**src/ssd_pkg.sv**
```systemverilog
`timescale 1ns / 1ps
`default_nettype none

package ssd_pkg;

  // Number of digit positions in the display
  localparam int DIGITS = 4;
  localparam int DIGIT_W = $clog2(DIGITS);

  localparam logic [7:0] POINT_BIT = 8'b1000_0000;
  localparam int GLYPH_COUNT = 23;
  localparam logic [9:0] NUMBER_LIMIT = 10'd1000;

  // Command codes
  typedef enum logic [2:0] {
    FUNC_DECIMAL = 3'd0,
    FUNC_GLYPH   = 3'd1,
    FUNC_POINT   = 3'd2,
    FUNC_CLEAR   = 3'd3,
    FUNC_NUMBER  = 3'd4,
    FUNC_VERSION = 3'd5,
    FUNC_SCAN    = 3'd6,
    FUNC_READ    = 3'd7
  } ssd_func_t;

  // Decimal places of a 10-bit value, plus low quotient bits and range flags
  typedef struct packed {
    logic [3:0] hund;
    logic [3:0] tens;
    logic [3:0] units;
    logic [3:0] q10_low;
    logic       q10_small;
    logic       below_limit;
  } ssd_split_t;

  // Segment pattern for glyph index; indices past the table give blank
  function automatic logic [7:0] glyph_rom(input logic [4:0] idx);
    logic [7:0] pat;
    unique case (idx)
      5'd0:    pat = 8'h3F;
      5'd1:    pat = 8'h06;
      5'd2:    pat = 8'h5B;
      5'd3:    pat = 8'h4F;
      5'd4:    pat = 8'h66;
      5'd5:    pat = 8'h6D;
      5'd6:    pat = 8'h7D;
      5'd7:    pat = 8'h07;
      5'd8:    pat = 8'h7F;
      5'd9:    pat = 8'h6F;
      5'd10:   pat = 8'h77;
      5'd11:   pat = 8'h7C;
      5'd12:   pat = 8'h58;
      5'd13:   pat = 8'h5E;
      5'd14:   pat = 8'h79;
      5'd15:   pat = 8'h71;
      5'd16:   pat = 8'h00;
      5'd17:   pat = 8'h40;
      5'd18:   pat = 8'h08;
      5'd19:   pat = 8'h01;
      5'd20:   pat = 8'h36;
      5'd21:   pat = 8'h78;
      5'd22:   pat = 8'h73;
      default: pat = 8'h00;
    endcase
    return pat;
  endfunction

endpackage

`default_nettype wire

```
**src/ssd_split.sv**
```systemverilog
`timescale 1ns / 1ps
`default_nettype none

module ssd_split
  import ssd_pkg::*;
(
  input  wire logic [9:0] value,
  output ssd_split_t      parts
);

  logic [17:0] p10;
  logic [6:0]  q10;
  logic [13:0] p100;
  logic [3:0]  q100;
  logic [9:0]  units_full;
  logic [6:0]  tens_full;

  // Divide by ten through the reciprocal 205/2048, exact below 1029
  assign p10 = 18'(value) * 18'd205;
  assign q10 = p10[17:11];

  // Divide the quotient by ten again through 103/1024, exact below 179
  assign p100 = 14'(q10) * 14'd103;
  assign q100 = p100[13:10];

  // Take remainders back out
  assign units_full = value - 10'(q10) * 10'd10;
  assign tens_full  = q10 - 7'(q100) * 7'd10;

  assign parts.hund        = q100;
  assign parts.tens        = tens_full[3:0];
  assign parts.units       = units_full[3:0];
  assign parts.q10_low     = q10[3:0];
  assign parts.q10_small   = (q10 < 7'd10);
  assign parts.below_limit = (value < NUMBER_LIMIT);

endmodule

`default_nettype wire

```
**src/seven_segment_display_controller.sv**
```systemverilog
`timescale 1ns / 1ps
`default_nettype none

// Multiplexed seven-segment driver. A request is taken on every clock edge
// at which start is high (busy is never raised), and its result appears on
// the out_ ports with out_valid high in the next cycle, for one cycle
// only: the receiver has no way to hold it back, so capture it then. The
// whole command is decoded and applied between the input ports and the
// result register in one pass. out_scan_digit follows the scan index at all
// times; the segment outputs are meaningful only while out_valid is high.

module seven_segment_display_controller
  import ssd_pkg::*;
(
  input  wire logic       clk,
  input  wire logic       rst_n,
  input  wire logic       start,
  output logic            busy,
  input  wire logic [2:0] in_func,
  input  wire logic [1:0] in_digit,
  input  wire logic [9:0] in_value,
  input  wire logic [3:0] in_major,
  output logic            out_valid,
  output logic [1:0]      out_scan_digit,
  output logic [7:0]      out_scan_segments,
  output logic [7:0]      out_read_segments
);

  localparam logic [DIGIT_W-1:0] TOP = DIGIT_W'(DIGITS - 1);
  localparam logic [DIGIT_W-1:0] MID = DIGIT_W'(DIGITS - 2);
  localparam logic [DIGIT_W-1:0] LOW = DIGIT_W'(DIGITS - 3);

  logic [7:0]         seg_r   [DIGITS];
  logic [7:0]         seg_nxt [DIGITS];
  logic [DIGIT_W-1:0] scan_r, scan_nxt;
  logic               valid_r;
  logic [7:0]         scan_seg_r, read_seg_r;
  logic [7:0]         scan_seg_nxt, read_seg_nxt;
  ssd_split_t         parts;
  ssd_func_t          func;

  assign func = ssd_func_t'(in_func);
  assign busy = 1'b0;

  ssd_split u_split (
    .value (in_value),
    .parts (parts)
  );

  // Apply the command to the buffer and scan index
  always_comb begin
    seg_nxt  = seg_r;
    scan_nxt = scan_r;
    if (start) begin
      unique case (func)
        FUNC_DECIMAL: begin
          if (in_value < 10'd10) seg_nxt[in_digit] = glyph_rom(in_value[4:0]);
        end
        FUNC_GLYPH: begin
          if (in_value < 10'(GLYPH_COUNT)) seg_nxt[in_digit] = glyph_rom(in_value[4:0]);
        end
        FUNC_POINT: begin
          if (in_value != '0) seg_nxt[in_digit] = seg_r[in_digit] | POINT_BIT;
          else                seg_nxt[in_digit] = seg_r[in_digit] & ~POINT_BIT;
        end
        FUNC_CLEAR: begin
          for (int i = 0; i < DIGITS; i++) seg_nxt[i] = '0;
        end
        FUNC_NUMBER: begin
          if (parts.below_limit) begin
            seg_nxt[TOP] = glyph_rom({1'b0, parts.hund});
            seg_nxt[MID] = glyph_rom({1'b0, parts.tens});
            seg_nxt[LOW] = glyph_rom({1'b0, parts.units});
          end
        end
        FUNC_VERSION: begin
          if (in_major < 4'd10) seg_nxt[TOP] = glyph_rom({1'b0, in_major}) | POINT_BIT;
          else                  seg_nxt[TOP] = seg_r[TOP] | POINT_BIT;
          if (parts.q10_small) seg_nxt[MID] = glyph_rom({1'b0, parts.q10_low});
          seg_nxt[LOW] = glyph_rom({1'b0, parts.units});
        end
        FUNC_SCAN: begin
          scan_nxt = (scan_r == TOP) ? '0 : scan_r + 1'b1;
        end
        FUNC_READ: begin
        end
        default: begin
        end
      endcase
    end
  end

  // Pick the bytes reported for this request
  assign scan_seg_nxt = seg_nxt[scan_nxt];
  assign read_seg_nxt = seg_nxt[in_digit];

  // Hold buffer and scan state
  always_ff @(posedge clk) begin
    if (!rst_n) begin
      for (int i = 0; i < DIGITS; i++) seg_r[i] <= '0;
      scan_r  <= '0;
      valid_r <= 1'b0;
    end else begin
      seg_r   <= seg_nxt;
      scan_r  <= scan_nxt;
      valid_r <= start;
    end
  end

  // Capture the result payload
  always_ff @(posedge clk) begin
    if (start) begin
      scan_seg_r <= scan_seg_nxt;
      read_seg_r <= read_seg_nxt;
    end
  end

  assign out_valid         = valid_r;
  assign out_scan_digit    = 2'(scan_r);
  assign out_scan_segments = scan_seg_r;
  assign out_read_segments = read_seg_r;

endmodule

`default_nettype wire

```
**config.mk**
```make
export PLATFORM = sky130hd
export DESIGN_NAME = seven_segment_display_controller
export DESIGN_NICKNAME = d
export VERILOG_FILES = /design/src/ssd_pkg.sv /design/src/ssd_split.sv /design/src/seven_segment_display_controller.sv
export SDC_FILE = /design/constraint.sdc
export NUM_CORES = 1
export LEC_CHECK = 0
export ABC_AREA = 1
export BUFFER_PORTS_ARGS = -buffer_cell sky130_fd_sc_hd__buf_2
export CAP_MARGIN = 25
export CELL_PAD_IN_SITES_DETAIL_PLACEMENT = 1
export CELL_PAD_IN_SITES_GLOBAL_PLACEMENT = 1
export CORE_MARGIN = 4
export CORE_UTILIZATION = 41
export DETAILED_ROUTE_END_ITERATION = 16
export GPL_TIMING_DRIVEN = 0
export PLACE_DENSITY_LB_ADDON = 0.1
export RECOVER_POWER = 25
export SLEW_MARGIN = 25
export SYNTH_ARGS = -nofsm -noshare
export SYNTH_HDL_FRONTEND = slang
export SYNTH_SLANG_ARGS = --single-unit
```
**constraint.sdc**
```tcl
create_clock -name clk -period 9.2 [get_ports clk]
set_input_delay 1.38 -clock clk [delete_from_list [all_inputs] [get_ports clk]]
set_output_delay 1.38 -clock clk [all_outputs]
set_load 0.02 [all_outputs]
```
Word-level counts from Yosys, hierarchy flattened
Memory sizes are Yosys's and may differ from the RTL's.
Index checks and enable logic that the tools add are counted.

operators by class
  add/sub/neg operators = 3
  $mul = 4
  divide/modulo/power cells = 0
  order comparisons = 8
  equality and inequality tests = 7
  shift operators = 0
  mux-type cells = 33
  bitwise logic cells = 2
  reductions and logical operators = 3

operators by type and width
  operator                                                                        count
  24-bit one-hot mux with 6 select lines                                          1
  32-bit bitwise mux                                                              4
  32-bit 2-to-1 mux                                                               4
  8-bit 2-to-1 mux                                                                12
  8-bit binary-select mux with 2-bit select                                       3
  8-bit one-hot mux with 4 select lines                                           1
  24-bit 2-to-1 mux                                                               1
  7-bit 2-to-1 mux                                                                3
  10-bit by 8-bit multiplier with 18-bit output (second input constant)           1
  8-bit demux with 2-bit select                                                   1
  7-bit by 7-bit multiplier with 14-bit output (second input constant)            1
  10-bit less-than comparator (second input constant)                             1
  10-bit by 4-bit less-than comparator with 1-bit output (second input constant)  1
  10-bit by 5-bit less-than comparator with 1-bit output (second input constant)  1
  10-bit nonzero test                                                             1
  3-bit equality test (second input constant)                                     3
  4-bit subtractor                                                                2
  7-bit by 4-bit less-than comparator with 1-bit output (second input constant)   1
  7-bit by 3-bit multiplier with 3-bit output (second input constant)             1
  3-bit by 2-bit equality test with 1-bit output (second input constant)          2
  3-bit greater-or-equal comparator (second input constant)                       2
  2-bit 2-to-1 mux                                                                3
  2-bit inverter with 3-bit output                                                2
  4-bit less-than comparator (second input constant)                              1
  7 further kinds                                                                 7

word-level totals
  bits in registers = 51
  bits in latches = 0
  memory bits (writable) = 0
  memory bits (read-only) = 1,120
  bits of input ports = 22
  output and inout port bits = 20
  word-level logic and storage cells = 76
  memories kept = 8

memory list
  name              depth  width  read ports  clocked after memory_dff  wr ports  line           RTL
  (name not given)  32     7      1           0                         0         ssd_pkg.sv:39  unique case (idx)
  (name not given)  32     7      1           0                         0         ssd_pkg.sv:39
  (name not given)  16     7      1           0                         0         ssd_pkg.sv:39
  (name not given)  16     7      1           0                         0         ssd_pkg.sv:39
  (name not given)  16     7      1           0                         0         ssd_pkg.sv:39
  (name not given)  16     7      1           0                         0         ssd_pkg.sv:39
  2 more memories   -      -      -           -                         -         -

Depth between registers and ports, before layout
  depth after elaboration = 12
  mapped depth = 49

Cells and area by module
A second synthesis with hierarchy kept.

second synthesis, totals
  cells, all modules = 1,261
  area total of the unflattened synthesis = 8,036.5 um^2

by module, submodules not included
  module                            times used  cells an instance  area an instance (um^2)
  seven_segment_display_controller  1           842                5,032.3
  ssd_split                         1           419                3,004.1

Least setup slack after synthesis
Ideal clock, no wire load.

  kind = input to register
  start = input port in_value[2]
  end = register scan_seg_r[0] (netlist: out_scan_segments[0]), data pin
  library setup time = 0.254 ns
  arrival time = 8.949 ns
  data required time = 8.946 ns
  slack = -0.003 ns
  cell stages on the path = 46
  cell sequence = buf_6 inv_2 ha_1 inv_1 fa_1 inv_1 fa_1 inv_1 fa_1 inv_1 ha_1 nand2_1 inv_1 nand2_1 nand3_1 inv_1 nand2_2 xnor2_1 [... 10 more ...] nor2_1 nand2_1 nand2_1 nand2_1 ha_1 inv_1 fa_1 inv_1 nand2_1 a21boi_0 nand3_1 nand3_1 nand2_1 nand3_2 nand2_1 nand2_1 nand3_1 nand2_1

between the ends
  word-level cells in the longest chain between the ends = 11

ends and longest elaborated chain
  what                                                                                                    line                                                     RTL
  start, declared                                                                                         seven_segment_display_controller.sv:21                   input wire logic [9:0] in_value,
  10-bit by 8-bit multiplier with 18-bit output / memory 32 x 7 bit (equally long branches)               -
  7-bit by 7-bit multiplier with 14-bit output (tied with other cells)                                    ssd_split.sv:23                                          assign p100 = 14'(q10) * 14'd103;
  4-bit by 3-bit multiplier with 3-bit output / 8-bit 2-to-1 mux (equally long branches)                  ssd_split.sv:28, seven_segment_display_controller.sv:55
  4-bit subtractor / 8-bit 2-to-1 mux (equally long branches)                                             ssd_split.sv:28, seven_segment_display_controller.sv:54
  memory 16 x 7 bit (tied with other cells)                                                               -
  24-bit 2-to-1 mux (tied with other cells)                                                               seven_segment_display_controller.sv:70                   if (parts.below_limit) begin
  24-bit one-hot mux with 6 select lines / 8-bit one-hot mux with 4 select lines (equally long branches)  seven_segment_display_controller.sv:55                   unique case (func)
  32-bit 2-to-1 mux *                                                                                     seven_segment_display_controller.sv:54                   if (start) begin
  8-bit binary-select mux with 2-bit select *                                                             seven_segment_display_controller.sv:94                   assign scan_seg_nxt = seg_nxt[scan_nxt];
  8-bit 2-to-1 mux (implied by the code) * (2 in series)                                                  seven_segment_display_controller.sv:94
  via scan_seg_nxt[0]                                                                                     seven_segment_display_controller.sv:38                   logic [7:0] scan_seg_nxt, read_seg_nxt;
  end signal, assigned                                                                                    seven_segment_display_controller.sv:113                  scan_seg_r <= scan_seg_nxt;
  end, declared                                                                                           seven_segment_display_controller.sv:37                   logic [7:0] scan_seg_r, read_seg_r;

The timed path passes the listed nets; every way through them passes the cells marked *. The select of a mux whose other input is x is not followed.
A chain may end at the register's enable or synchronous reset.

Worst setup path in the final report
  start = input port in_value[1]
  end = register scan_seg_r[3] (netlist: out_scan_segments[3]), data pin

Same word-level chain as after synthesis.

==> impl_metrics.yaml <==
finish:
  layout.nets: 1530
  diodes: 0
  multi_input_area_mm2: 0.00654
  drive_gt1_share_pct: 15.4
  fill_cells: 2646
  seq_area_mm2: 0.00118
  area_growth_pct: 18.1
die:
  dieWidth_um: 149
  fp.dieH_um: 149
  core_mm2: 0.0195
  start_util_pct: 41.7
  die_area_mm2: 0.0221
  rows: 51
  io_pins: 42
sta:
  tightest_slew_ps: 1040
  fmax_mhz: 111
  finClkSkew_ps: 5.37
  hold_viol: 0
  slew_headroom_pct: 30.8
  slew_viol_final: 0
  setup_viol: 0
  finalCritPeriodShare_pct: 97.5
  min_period_ps: 8970
  hold-worst-slack_ps: 528
clock_tree:
  cts_tree: "built"
  clkTransAtPathRegs_ps: 70
  cts.htree.levels: 2
  root_buffer: "clkbuf_16"
  cts_hold_buf: 0
  cts_buffer_depth: 2
  cts_buffers: 5
  cts.sinks: 51
  clk_latency_ps: 300
drt:
  topRoutingLayerUsed: "met4"
  drt_iter0_markers: 537
  wl_per_cell_um: 17.9
  viasPerCell: 5.44
  vias: 8801
  dr_wl_met3_mm: 1.43
  drt-pass1-iter-count: 5
  route.met2.wl_mm: 13.6
  finalWirelength_mm: 29.0
  ant_nets: 0
  wl_met1_mm: 13.6
  drc_errors: 0
setup_path:
  max_stage_delay_ps: 620
  crit_top_cell: "nand2_1"
  crit_arrival_ps: 9010
  path_class: "in -> reg"
  cp_top_family: "adder cells"
  crit_path_start: "in_value[1]"
  cp.required_ps: 9240
  r2r_cells: 7
  cp_slowest_cell: "fa_2"
  r2r_start: "out_scan_digit[0]"
  endpoint_kind: "register"
  critPathBufInv: 10
  critPathMaxFanout: 9
  critical_path_cell_count: 46
  critPathLaunchType: "input pin"
logic_synthesis:
  postSynthAreaPerCell_um2: 6.39
  synth_nets: 1447
  synth_edf_count: 16
  yosysWarnings: 0
  synth_cells: 1269
  yosys_most_used_dff: "dfxtp_1"
  synth-async-reset-ratio_pct: 0
  synth.cell_area_mm2: 0.00811
  yosysSeqAreaShare_pct: 14.6
  ys_ff_latch: 51
  ys_types: 50
worst_hold_path:
  whs_path_depth: 2
  hold_class: "reg -> reg"
  hp-start: "seg_r[1]"
global_routing:
  grt_overflow: 0
  grt_pass1_vias: 8856
  antenna_found_initial: 0
  grt_pass1_wl_mm: 45.8
  grt_use_total_pct: 25.6
  grt_max_degree: 20
run:
  max_cap_viol_count: 0
placed_design:
  portBuffers: 40
  hpwl_mm: 22.9
  place_congestion: 0.916
run_status:
  status: "complete, no violations"
==> synth_stat cells (2+ instances only) <==
| library cell | n | area share, % |
|---|---|---|
| nand2_1 | 371 | 17 |
| nor3_1 | 10 | 0.62 |
| a22oi_1 | 2 | 0.19 |
| o31ai_1 | 3 | 0.28 |
| ha_1 | 130 | 20 |
| a211oi_1 | 6 | 0.56 |
| inv_2 | 4 | 0.19 |
| or2_2 | 10 | 0.77 |
| nand2_4 | 3 | 0.42 |
| o21ai_2 | 2 | 0.22 |
| nand3b_1 | 4 | 0.37 |
| o21bai_1 | 3 | 0.28 |
| o221ai_1 | 4 | 0.43 |
| xnor2_1 | 4 | 0.43 |
| clkbuf_1 | 15 | 0.69 |
| and2_1 | 3 | 0.23 |
| edfxtp_1 | 16 | 5.9 |
| nand2_2 | 17 | 1.3 |
| o2111ai_1 | 3 | 0.32 |
| buf_2 | 3 | 0.19 |
| a21boi_0 | 2 | 0.19 |
| xor2_1 | 3 | 0.32 |
| o22ai_1 | 3 | 0.23 |
| inv_1 | 189 | 8.7 |
| o21ai_1 | 10 | 0.62 |
| clkinv_1 | 7 | 0.32 |
| nor2_1 | 95 | 4.4 |
| nand4_1 | 20 | 1.5 |
| a221oi_1 | 4 | 0.43 |
| o211ai_1 | 16 | 1.5 |
| a21oi_1 | 59 | 3.6 |
| nand3_2 | 3 | 0.37 |
| nand3_1 | 102 | 6.3 |
| dfxtp_1 | 35 | 8.6 |
| fa_1 | 26 | 6.4 |
| o21ai_0 | 68 | 4.2 |
==> metrics by stage <==
stage / setup TNS [ps] / cell area [um^2] / util, % / worst slack [ps] / instances
floorplan: 0 / 8120 / - / 4.03 / 1269
global placement: -27230 / 8650 / 44.4 / -1450 / 1574
detailed placement: -30630 / 8650 / 44.4 / -1560 / 1574
CTS: 0 / 9130 / 46.9 / 2.52 / 1600
global route: -988 / 9580 / 49.2 / -149 / 1618
finish: 0 / 9580 / 49.2 / 228 / 1618
==> metal layers <==
metal	GRT usage [%]	up-vias
met3	3.60	41
met1	36.2	4263
li1	-	4300
met5	0	-
met4	3.70	0
met2	42.5	197
==> area by class of cell <==
class	instances	area share (%)
Buffer	21	0.980
Tap cell	265	3.46
Sequential cell	51	12.3
Multi-Input combinational cell	997	68.3
Inverter	200	8.13
Clock buffer	5	1.31
Clock inverter	3	0.457
Timing Repair Buffer	76	5.04
==> registers in the layout, summed over array words and instances (netlist names) <==
name and count:
out_valid 1, out_read_segments 8, seg_r 32, out_scan_segments 8, out_scan_digit 2
==> placed cells by master (no fill, tap or decap), drive strengths merged, types with 25 or more instances in the layout <==
cell type  synthesis  routed
buf                6      77
dfxtp             35      35
nor2              96      96
a21oi             59      59
o21ai             80      80
inv              193     192
nand3            105     105
fa                26      26
nand2            391     391
clkbuf            15      25
ha               130     130
==> logic make-up after synthesis <==
kind of cell	share of synthesized area, %
xor+xnor	0.957
fa+ha+maj	26.5
compound gates	13.6
flops	14.6
other cells	0.0462
buf+inv	10.4
simple gates	34.0
==> tightest hold or removal path, stage by stage, from the launching register on <==
cell     delay [ps]
dfxtp_1         320
nand2_1         100
a21oi_1          70
==> path summary, 6_finish.rpt <==
path / end / slack [ps]
worst max-delay path: out_scan_segments[3] / 230
worst min-delay path: seg_r[1] / 530
worst max register to register: out_scan_segments[3] / 6800
worst min register to register: seg_r[1] / 530
==> what timing repair did <==
item | 4_1_cts | 5_1_grt
gates cloned | 0 | 0
setup buffers | 18 | 18
setup endpoints to repair | 26 | 24
pin swaps | 12 | 36
gates resized for setup | 38 | 76
Power is not shown: default switching activity piles up to over one toggle a cycle in this logic, so the estimate is an artifact.
